$ cat config.mk
export PLATFORM = sky130hd
export DESIGN_NAME = dual_string_response_matcher
export DESIGN_NICKNAME = d
export VERILOG_FILES = /design/src/design/dsrm_pkg.sv /design/src/design/dsrm_in_stage.sv /design/src/design/dsrm_core.sv /design/src/design/dsrm_out_stage.sv /design/src/design/dual_string_response_matcher.sv
export SDC_FILE = /design/constraint.sdc
export NUM_CORES = 1
export LEC_CHECK = 0
export ABC_CLOCK_PERIOD_IN_PS = 8270
export BUFFER_PORTS_ARGS = -buffer_cell sky130_fd_sc_hd__clkbuf_2
export CAP_MARGIN = 20
export CORE_ASPECT_RATIO = 1.4
export CORE_MARGIN = 4
export CORE_UTILIZATION = 38
export DETAILED_ROUTE_END_ITERATION = 12
export GPL_ROUTABILITY_DRIVEN = 0
export GPL_TIMING_DRIVEN = 0
export PLACE_DENSITY = 0.58
export SYNTH_ARGS = -nofsm -noshare
export SYNTH_HDL_FRONTEND = slang
export SYNTH_SLANG_ARGS = --single-unit
$ cat constraint.sdc
create_clock -name clk -period 8.27 [get_ports clk]
set_input_delay 0.4135 -clock clk [delete_from_list [all_inputs] [get_ports clk]]
set_output_delay 0.4135 -clock clk [all_outputs]
set_load 0.005 [all_outputs]
$ cat src/design/dsrm_pkg.sv
package dsrm_pkg;

    localparam int IN_DATA_W  = 168;
    localparam int IN_USER_W  = 2;
    localparam int OUT_DATA_W = 8;
    localparam int OUT_USER_W = 3;

    localparam logic [1:0] CMD_START = 2'd0;
    localparam logic [1:0] CMD_BYTE  = 2'd1;
    localparam logic [1:0] CMD_TICK  = 2'd2;

    localparam logic [1:0] OUTCOME_TIMEOUT = 2'd0;
    localparam logic [1:0] OUTCOME_ACCEPT  = 2'd1;
    localparam logic [1:0] OUTCOME_REJECT  = 2'd2;

    localparam logic [7:0] BYTE_CR     = 8'h0D;
    localparam logic [7:0] BYTE_LF     = 8'h0A;
    localparam logic [7:0] BYTE_IGNORE = 8'hFF;

    typedef struct packed {
        logic [1:0]  command;
        logic [7:0]  rx_byte;
        logic [63:0] accept_pattern;
        logic [3:0]  accept_length;
        logic [63:0] reject_pattern;
        logic [3:0]  reject_length;
        logic [15:0] timeout_ticks;
        logic [4:0]  capture_size;
    } item_t;

    typedef struct packed {
        logic       done_res;
        logic [1:0] outcome;
        logic       byte_valid;
        logic [7:0] captured_byte;
    } result_t;

endpackage

$ cat src/design/dsrm_in_stage.sv
module dsrm_in_stage (
    input  logic                            clk,
    input  logic                            rst_n,
    input  logic                            s_axis_tvalid,
    output logic                            s_axis_tready,
    // rx_byte, accept_pattern, accept_length, reject_pattern, reject_length,
    // timeout_ticks, capture_size, zero pad
    input  logic [dsrm_pkg::IN_DATA_W-1:0]  s_axis_tdata,
    // command
    input  logic [dsrm_pkg::IN_USER_W-1:0]  s_axis_tuser,
    input  logic                            item_take,
    output logic                            item_valid,
    output dsrm_pkg::item_t                 item
);

    logic            valid_reg;
    logic            valid_next;
    logic            load;
    dsrm_pkg::item_t item_reg;
    dsrm_pkg::item_t item_next;

    assign s_axis_tready = !valid_reg || item_take;
    assign load          = s_axis_tvalid && s_axis_tready;

    always_comb
    begin
        item_next.command        = s_axis_tuser[1:0];
        item_next.rx_byte        = s_axis_tdata[7:0];
        item_next.accept_pattern = s_axis_tdata[71:8];
        item_next.accept_length  = s_axis_tdata[75:72];
        item_next.reject_pattern = s_axis_tdata[139:76];
        item_next.reject_length  = s_axis_tdata[143:140];
        item_next.timeout_ticks  = s_axis_tdata[159:144];
        item_next.capture_size   = s_axis_tdata[164:160];
    end

    always_comb
    begin
        if (load)
        begin
            valid_next = 1'b1;
        end
        else if (item_take)
        begin
            valid_next = 1'b0;
        end
        else
        begin
            valid_next = valid_reg;
        end
    end

    always_ff @(posedge clk or negedge rst_n)
    begin
        if (!rst_n)
        begin
            valid_reg <= 1'b0;
        end
        else
        begin
            valid_reg <= valid_next;
        end
    end

    always_ff @(posedge clk)
    begin
        if (load)
        begin
            item_reg <= item_next;
        end
    end

    assign item_valid = valid_reg;
    assign item       = item_reg;

endmodule

$ cat src/design/dsrm_core.sv
module dsrm_core #(
    parameter int PATTERN_BYTES = 8,
    parameter int CAPTURE_MAX   = 16,
    parameter int TIMEOUT_BITS  = 16
) (
    input  logic              clk,
    input  logic              rst_n,
    input  logic              step,
    input  dsrm_pkg::item_t   item,
    output logic              res_valid,
    output dsrm_pkg::result_t res
);

    localparam int PAT_W  = PATTERN_BYTES * 8;
    localparam int IDX_W  = $clog2(PATTERN_BYTES + 1);
    localparam int CS_W   = $clog2(CAPTURE_MAX + 1);
    localparam int TL_W   = TIMEOUT_BITS + 1;

    typedef enum logic [1:0] {
        PH_IDLE,
        PH_MATCH,
        PH_CAPTURE
    } phase_t;

    phase_t             phase_reg, phase_next;
    logic [IDX_W-1:0]   a_idx_reg, a_idx_next;
    logic [IDX_W-1:0]   r_idx_reg, r_idx_next;
    logic [TL_W-1:0]    ticks_reg, ticks_next;
    logic [CS_W-1:0]    count_reg, count_next;
    logic [IDX_W-1:0]   a_len_reg, a_len_next;
    logic [IDX_W-1:0]   r_len_reg, r_len_next;
    logic [CS_W-1:0]    csize_reg, csize_next;
    logic [PAT_W-1:0]   a_pat_reg, a_pat_next;
    logic [PAT_W-1:0]   r_pat_reg, r_pat_next;

    logic [7:0]         a_byte;
    logic [7:0]         r_byte;
    logic [IDX_W-1:0]   a_idx_inc;
    logic [IDX_W-1:0]   r_idx_inc;
    logic [CS_W-1:0]    count_inc;
    logic [TL_W-1:0]    ticks_dec;
    logic [32:0]        tmo_load;
    logic               a_done;
    logic               r_done;
    logic [7:0]         b;

    assign b         = item.rx_byte;
    assign a_idx_inc = a_idx_reg + IDX_W'(1);
    assign r_idx_inc = r_idx_reg + IDX_W'(1);
    assign count_inc = count_reg + CS_W'(1);
    assign ticks_dec = (ticks_reg != '0) ? ticks_reg - TL_W'(1) : '0;
    assign tmo_load  = ({17'd0, item.timeout_ticks}
                        & ((33'd1 << TIMEOUT_BITS) - 33'd1)) + 33'd1;

    always_comb
    begin
        a_byte = '0;
        r_byte = '0;
        for (int i = 0; i < PATTERN_BYTES; i++)
        begin
            if (a_idx_reg == IDX_W'(i))
            begin
                a_byte = a_pat_reg[i*8 +: 8];
            end
            if (r_idx_reg == IDX_W'(i))
            begin
                r_byte = r_pat_reg[i*8 +: 8];
            end
        end
    end

    always_comb
    begin
        phase_next = phase_reg;
        a_idx_next = a_idx_reg;
        r_idx_next = r_idx_reg;
        ticks_next = ticks_reg;
        count_next = count_reg;
        a_len_next = a_len_reg;
        r_len_next = r_len_reg;
        csize_next = csize_reg;
        a_pat_next = a_pat_reg;
        r_pat_next = r_pat_reg;
        a_done     = 1'b0;
        r_done     = 1'b0;
        res_valid  = 1'b0;
        res        = '0;

        if (step)
        begin
            unique case (item.command)
                dsrm_pkg::CMD_START:
                begin
                    a_pat_next = item.accept_pattern[PAT_W-1:0];
                    r_pat_next = item.reject_pattern[PAT_W-1:0];
                    a_len_next = (item.accept_length > 4'(PATTERN_BYTES))
                                 ? IDX_W'(PATTERN_BYTES) : IDX_W'(item.accept_length);
                    r_len_next = (item.reject_length > 4'(PATTERN_BYTES))
                                 ? IDX_W'(PATTERN_BYTES) : IDX_W'(item.reject_length);
                    csize_next = ({3'd0, item.capture_size} > 8'(CAPTURE_MAX))
                                 ? CS_W'(CAPTURE_MAX) : CS_W'(item.capture_size);
                    ticks_next = tmo_load[TL_W-1:0];
                    a_idx_next = '0;
                    r_idx_next = '0;
                    count_next = '0;
                    phase_next = PH_MATCH;
                end
                dsrm_pkg::CMD_TICK:
                begin
                    if (phase_reg != PH_IDLE)
                    begin
                        ticks_next = ticks_dec;
                        if (ticks_dec == '0)
                        begin
                            res_valid    = 1'b1;
                            res.done_res = 1'b1;
                            res.outcome  = (phase_reg == PH_CAPTURE)
                                           ? dsrm_pkg::OUTCOME_ACCEPT
                                           : dsrm_pkg::OUTCOME_TIMEOUT;
                            phase_next   = PH_IDLE;
                        end
                    end
                end
                dsrm_pkg::CMD_BYTE:
                begin
                    if (phase_reg == PH_MATCH)
                    begin
                        if (b != dsrm_pkg::BYTE_IGNORE && a_len_reg != '0)
                        begin
                            if (b == a_byte)
                            begin
                                a_idx_next = a_idx_inc;
                                a_done     = (a_idx_inc == a_len_reg);
                            end
                            else
                            begin
                                a_idx_next = '0;
                            end
                            if (r_len_reg != '0)
                            begin
                                if (b == r_byte)
                                begin
                                    r_idx_next = r_idx_inc;
                                    r_done     = (r_idx_inc == r_len_reg);
                                end
                                else
                                begin
                                    r_idx_next = '0;
                                end
                            end
                            if (r_done)
                            begin
                                res_valid    = 1'b1;
                                res.done_res = 1'b1;
                                res.outcome  = dsrm_pkg::OUTCOME_REJECT;
                                phase_next   = PH_IDLE;
                            end
                            else if (a_done)
                            begin
                                if (csize_reg == '0)
                                begin
                                    res_valid    = 1'b1;
                                    res.done_res = 1'b1;
                                    res.outcome  = dsrm_pkg::OUTCOME_ACCEPT;
                                    phase_next   = PH_IDLE;
                                end
                                else
                                begin
                                    count_next = '0;
                                    phase_next = PH_CAPTURE;
                                end
                            end
                        end
                    end
                    else if (phase_reg == PH_CAPTURE)
                    begin
                        if (b == dsrm_pkg::BYTE_CR || b == dsrm_pkg::BYTE_LF)
                        begin
                            res_valid    = 1'b1;
                            res.done_res = 1'b1;
                            res.outcome  = dsrm_pkg::OUTCOME_ACCEPT;
                            phase_next   = PH_IDLE;
                        end
                        else if (b != dsrm_pkg::BYTE_IGNORE)
                        begin
                            count_next        = count_inc;
                            res_valid         = 1'b1;
                            res.byte_valid    = 1'b1;
                            res.captured_byte = b;
                            if (count_inc >= csize_reg)
                            begin
                                res.done_res = 1'b1;
                                res.outcome  = dsrm_pkg::OUTCOME_ACCEPT;
                                phase_next   = PH_IDLE;
                            end
                        end
                    end
                end
                default:
                begin
                    phase_next = phase_reg;
                end
            endcase
        end
    end

    always_ff @(posedge clk or negedge rst_n)
    begin
        if (!rst_n)
        begin
            phase_reg <= PH_IDLE;
            a_idx_reg <= '0;
            r_idx_reg <= '0;
            ticks_reg <= '0;
            count_reg <= '0;
            a_len_reg <= '0;
            r_len_reg <= '0;
            csize_reg <= '0;
        end
        else
        begin
            phase_reg <= phase_next;
            a_idx_reg <= a_idx_next;
            r_idx_reg <= r_idx_next;
            ticks_reg <= ticks_next;
            count_reg <= count_next;
            a_len_reg <= a_len_next;
            r_len_reg <= r_len_next;
            csize_reg <= csize_next;
        end
    end

    always_ff @(posedge clk)
    begin
        a_pat_reg <= a_pat_next;
        r_pat_reg <= r_pat_next;
    end

endmodule

$ cat src/design/dsrm_out_stage.sv
module dsrm_out_stage (
    input  logic                            clk,
    input  logic                            rst_n,
    input  logic                            load,
    input  dsrm_pkg::result_t               res,
    output logic                            slot_free,
    output logic                            m_axis_tvalid,
    input  logic                            m_axis_tready,
    // captured_byte
    output logic [dsrm_pkg::OUT_DATA_W-1:0] m_axis_tdata,
    // outcome, byte_valid
    output logic [dsrm_pkg::OUT_USER_W-1:0] m_axis_tuser,
    // done_res
    output logic                            m_axis_tlast
);

    logic              valid_reg;
    logic              valid_next;
    dsrm_pkg::result_t res_reg;

    assign slot_free = !valid_reg || m_axis_tready;

    always_comb
    begin
        if (load)
        begin
            valid_next = 1'b1;
        end
        else if (m_axis_tready)
        begin
            valid_next = 1'b0;
        end
        else
        begin
            valid_next = valid_reg;
        end
    end

    always_ff @(posedge clk or negedge rst_n)
    begin
        if (!rst_n)
        begin
            valid_reg <= 1'b0;
        end
        else
        begin
            valid_reg <= valid_next;
        end
    end

    always_ff @(posedge clk)
    begin
        if (load)
        begin
            res_reg <= res;
        end
    end

    assign m_axis_tvalid = valid_reg;
    assign m_axis_tdata  = res_reg.captured_byte;
    assign m_axis_tuser  = {res_reg.byte_valid, res_reg.outcome};
    assign m_axis_tlast  = res_reg.done_res;

endmodule

$ cat src/design/dual_string_response_matcher.sv
// Response matcher: watches a received byte stream for an accept and a reject string.
// Input stream (s_axis): tuser carries the command (start, received byte, one tick);
// tdata carries the received byte and, for a start, both strings, their lengths,
// the tick timeout and the capture size. An item is taken when tvalid and tready
// are both high.
// Output stream (m_axis): tlast marks the item that finishes a wait, tuser carries
// the outcome (timeout, accept, reject) and the captured-byte flag, tdata carries
// the captured reply byte. Starts, idle bytes and most ticks give no output item.
// Timing: an item taken is held in the input register; its result, if any, enters the
// output register as the item leaves the input register, when that slot is free.
// Throughput: one item per cycle while the output slot is free; each item costs two
// indexed byte compares and counter updates between the input and output registers.
// Reset: clears both handshake stages and returns the matcher to idle, where bytes
// and ticks are dropped until a start arrives.
// Stall: while the output register holds an untaken item, the input register
// still takes one more item and then holds it until the output side frees up.
module dual_string_response_matcher #(
    parameter int PATTERN_BYTES = 8,
    parameter int CAPTURE_MAX   = 16,
    parameter int TIMEOUT_BITS  = 16
) (
    input  logic                            clk,
    input  logic                            rst_n,
    input  logic                            s_axis_tvalid,
    output logic                            s_axis_tready,
    // rx_byte, accept_pattern, accept_length, reject_pattern, reject_length,
    // timeout_ticks, capture_size, zero pad
    input  logic [dsrm_pkg::IN_DATA_W-1:0]  s_axis_tdata,
    // command
    input  logic [dsrm_pkg::IN_USER_W-1:0]  s_axis_tuser,
    output logic                            m_axis_tvalid,
    input  logic                            m_axis_tready,
    // captured_byte
    output logic [dsrm_pkg::OUT_DATA_W-1:0] m_axis_tdata,
    // outcome, byte_valid
    output logic [dsrm_pkg::OUT_USER_W-1:0] m_axis_tuser,
    // done_res
    output logic                            m_axis_tlast
);

    dsrm_pkg::item_t   item;
    dsrm_pkg::result_t res;
    logic              item_valid;
    logic              item_take;
    logic              slot_free;
    logic              res_valid;

    assign item_take = item_valid && slot_free;

    dsrm_in_stage u_in (
        .clk           (clk),
        .rst_n         (rst_n),
        .s_axis_tvalid (s_axis_tvalid),
        .s_axis_tready (s_axis_tready),
        .s_axis_tdata  (s_axis_tdata),
        .s_axis_tuser  (s_axis_tuser),
        .item_take     (item_take),
        .item_valid    (item_valid),
        .item          (item)
    );

    dsrm_core #(
        .PATTERN_BYTES (PATTERN_BYTES),
        .CAPTURE_MAX   (CAPTURE_MAX),
        .TIMEOUT_BITS  (TIMEOUT_BITS)
    ) u_core (
        .clk       (clk),
        .rst_n     (rst_n),
        .step      (item_take),
        .item      (item),
        .res_valid (res_valid),
        .res       (res)
    );

    dsrm_out_stage u_out (
        .clk           (clk),
        .rst_n         (rst_n),
        .load          (item_take && res_valid),
        .res           (res),
        .slot_free     (slot_free),
        .m_axis_tvalid (m_axis_tvalid),
        .m_axis_tready (m_axis_tready),
        .m_axis_tdata  (m_axis_tdata),
        .m_axis_tuser  (m_axis_tuser),
        .m_axis_tlast  (m_axis_tlast)
    );

    a_done_byte_is_accept: assert property (@(posedge clk) disable iff (!rst_n)
        m_axis_tvalid && m_axis_tuser[2] && m_axis_tlast
        |-> m_axis_tuser[1:0] == dsrm_pkg::OUTCOME_ACCEPT)
        else $error("captured byte finishing a wait without accept outcome");

    a_open_item_is_byte: assert property (@(posedge clk) disable iff (!rst_n)
        m_axis_tvalid && !m_axis_tlast
        |-> m_axis_tuser[2] && m_axis_tuser[1:0] == dsrm_pkg::OUTCOME_TIMEOUT)
        else $error("non-final output item without a captured byte");

    a_no_byte_zero_data: assert property (@(posedge clk) disable iff (!rst_n)
        m_axis_tvalid && !m_axis_tuser[2] |-> m_axis_tdata == '0)
        else $error("captured byte data set without byte flag");

endmodule

==> flow_metrics.tcl <==
set metrics [dict create \
    final_common_cell "edfxtp_1" \
    drt_iter0_drc 1003 \
    power_density_nw_per_um2 229.2 \
    die_y_um 242.8 \
    clockRootBuffer "clkbuf_16" \
    tightest_slew_ps 967.3 \
    fin_crit_sh_pct 53.18 \
    ys_seq_area_share_pct 69.49 \
    cts_buffers 37 \
    port_buffers 184 \
    nets 1505 \
    num_vias 9647 \
    die-area_um2 42650 \
    required_ps 8410 \
    clockBufferDepth 3 \
    period_minus_slack_ps 4398 \
    cp_top_family "simple AND/OR/NAND/NOR gates" \
    drive_above_1_share_pct 22.36 \
    area_growth_pct 19.40 \
    clock_sinks 354 \
    wirelength_um 35900 \
    antenna_left 0 \
    synth_area_um2 14960 \
    worst_path_max_delay_cell "nor2_1" \
    final_max_slew_viol_count 0 \
    critical_path_buf_inv_count 1 \
    path_class "flop to flop" \
    synth-seq-cells 354 \
    worstPathArrival_ps 4540 \
    placedCellCount 1793 \
    path_cells "inv_1, ha_1, nor2b_1, a211oi_1, a31oi_1, mux2_2, nor4_1, and4_1, a311oi_1, o21a_1, nor2_1" \
    grt_antenna_before_repair 0 \
    ys_warn_count 0 \
    path_max_fanout 12 \
    maxSlewHeadroom_pct 35.28 \
    insertion_delay_ps 530 \
    drt_drc_violations_left 0 \
    ir_worst_vdd_v 0.0002431 \
    synthArstFlopShare_pct 13.28 \
    rows 85 \
    path_clk_slew_ps 60 \
    die_x_um 175.7 \
    synth_cell_type_count 82 \
    final.setup.tns_ps 0 \
    via_per_inst 5.189 \
    critPathMaxStageDelay_ps 730 \
    skew_ps 15.24 \
    finalHoldViolCount 0 \
    wl_per_cell_um 19.31 \
    postSynthCellCount 1083 \
    cap_violations 0 \
    fin_cells 1859 \
    start_util_pct 38.64 \
    hold_class "input pin to flop" \
    largest_register_ffs 167 \
    cts_tree "done" \
    endpoint_kind "flop" \
    synth_area_per_cell_um2 13.81 \
    grtUsageTotal_pct 16.62 \
    grt_overflow 0 \
    core-area_um2 38710 \
    fmax_ghz 0.2274 \
    layout_common_cells "307 x edfxtp_1, 185 x clkbuf_2, 70 x nand2_1" \
    postCtsSetupRepairBufs 0 \
    status "finished, final reports clean" \
    htree_levels 2 \
    synthesis.nets 1277 \
    power_leakage_nw 6.637 \
    antenna_cells 0 \
    grt_pass1_wl_um 55970 \
    num_io_pins 188 \
    grt_pass1_vias 9925 \
    grt_max_degree 96 \
    hpwl_um 25730 \
    setup_viol 0 \
    worstSetupStartpointType "flop" \
    synth-edff-count 307 \
    nFillCells 3538 \
    first_pass_iters 5 \
    synth_flop_cell "edfxtp_1" \
    rsz0062_at_grt "no" \
]
## path summary, 6_finish.rpt
kind,start,end,slack [ps],depth (start not counted)
worst max register to register,u_core.a_idx_reg[1],u_out.m_axis_tdata[2],3870,11
max in group asynchronous,rst_n,u_core.a_idx_reg[1],7210,3
worst min register to register,u_in.item[33],u_core.r_pat_reg[8],420,0
worst max-delay path,u_core.a_idx_reg[1],u_out.m_axis_tdata[2],3870,11
worst min-delay path,s_axis_tdata[94],u_in.item[43],50,1
min in group asynchronous,rst_n,u_core.r_len_reg[2],480,2
## routing by layer
layer,global-route usage [%],share of wire [%],up-vias
met1,21.18,40,4676
met5,0,0,-
met2,29.36,52,321
li1,-,-,4599
met3,2.739,6.0,51
met4,4.497,2.0,0
## Yosys cell counts, types with 5 or more instances
master,count,area (um2)
edfxtp_1,307,9219
nand2_1,70,262.8
a21oi_1,62,310.3
o21ai_0,62,310.3
nor2_1,51,191.4
dfrtp_1,47,1176
inv_1,39,146.4
nand3_1,25,125.1
nand2b_1,24,150.1
xnor2_1,23,201.4
buf_2,21,105.1
clkbuf_1,21,78.83
ha_1,20,250.2
nor2b_1,20,125.1
nand3b_1,18,135.1
nor3_1,17,85.08
xor2_1,17,148.9
nand4_1,16,100.1
nor4_1,13,81.33
a211oi_1,12,90.09
a31oi_1,12,75.07
and2_1,12,75.07
a22o_1,11,96.34
and3_1,11,68.82
o22ai_1,11,68.82
a21o_1,9,67.56
o211ai_1,8,60.06
a221o_1,6,60.06
a221oi_1,6,52.55
mux2_2,6,67.56
mux2i_1,6,60.06
or3_1,6,37.54
or4_1,6,45.04
o21ai_1,5,25.02
## report_power, final
part | leakage, nW | switching [W] | total (W) | internal, W
Clock | 0.576 | 0.000692 | 0.00166 | 0.000965
Sequential | 3.52 | 0.0000649 | 0.00212 | 0.00205
Combinational | 2.54 | 0.000190 | 0.000317 | 0.000127
Total | 6.64 | 0.000947 | 0.00409 | 0.00315
## what timing repair did
action | CTS | global route
hold buffers | 1 | 0
hold endpoints to repair | 23 | 0
gates resized for setup | 0 | 0
## worst register-to-register path, delay by kind of cell, from the launching register on
family / cells / cell delay, ps
AND/OR/NAND/NOR: 4 / 2080
buffers and inverters: 1 / 100
adder cells (fa/ha/maj): 1 / 280
AO/OA/AOI/OAI: 4 / 780
multiplexers: 1 / 380
flip-flops: 1 / 400
## kinds of logic (layout without fill, tap and decap cells)
| family | count (synthesis) | count (layout) | share of synthesized area, % |
|---|---|---|---|
| and+or+nand+nor | 315 | 315 | 11.78 |
| AOI/OAI and AO/OA | 250 | 250 | 11.01 |
| adders and majority gates | 20 | 20 | 1.673 |
| buffers and inverters | 89 | 343 | 2.568 |
| muxes | 14 | 14 | 1.029 |
| DFF | 354 | 354 | 69.49 |
| xor gates and xnor gates | 41 | 41 | 2.451 |
## layout make-up
| class | instances | area [um2] | area share, % |
|---|---|---|---|
| buffer | 48 | 230.2 | 1.289 |
| sequential | 354 | 10400 | 58.20 |
| timing repair buffer | 189 | 1033 | 5.787 |
| clock buffer | 43 | 958.4 | 5.366 |
| inverter | 41 | 158.9 | 0.8897 |
| clock inverter | 22 | 249.0 | 1.394 |
| multi-input combinational | 640 | 4182 | 23.41 |
| tap | 522 | 653.1 | 3.657 |
## metrics by stage
step                hold slack (ps)  util [%]  total power (W)  worst slack (ps)  cell area, um2
finish                        52.42     46.13         0.004094              3872           17860
global route                  27.71     46.13         0.004269              3526           17860
CTS                           27.70     46.13         0.004144              3793           17860
detailed placement            404.5     42.99         0.002474              3815           16640
global placement              401.5     42.71         0.002473              1451           16530
floorplan                     117.9         -         0.002341              3308           14960
Power figures use the tool's default switching activity.
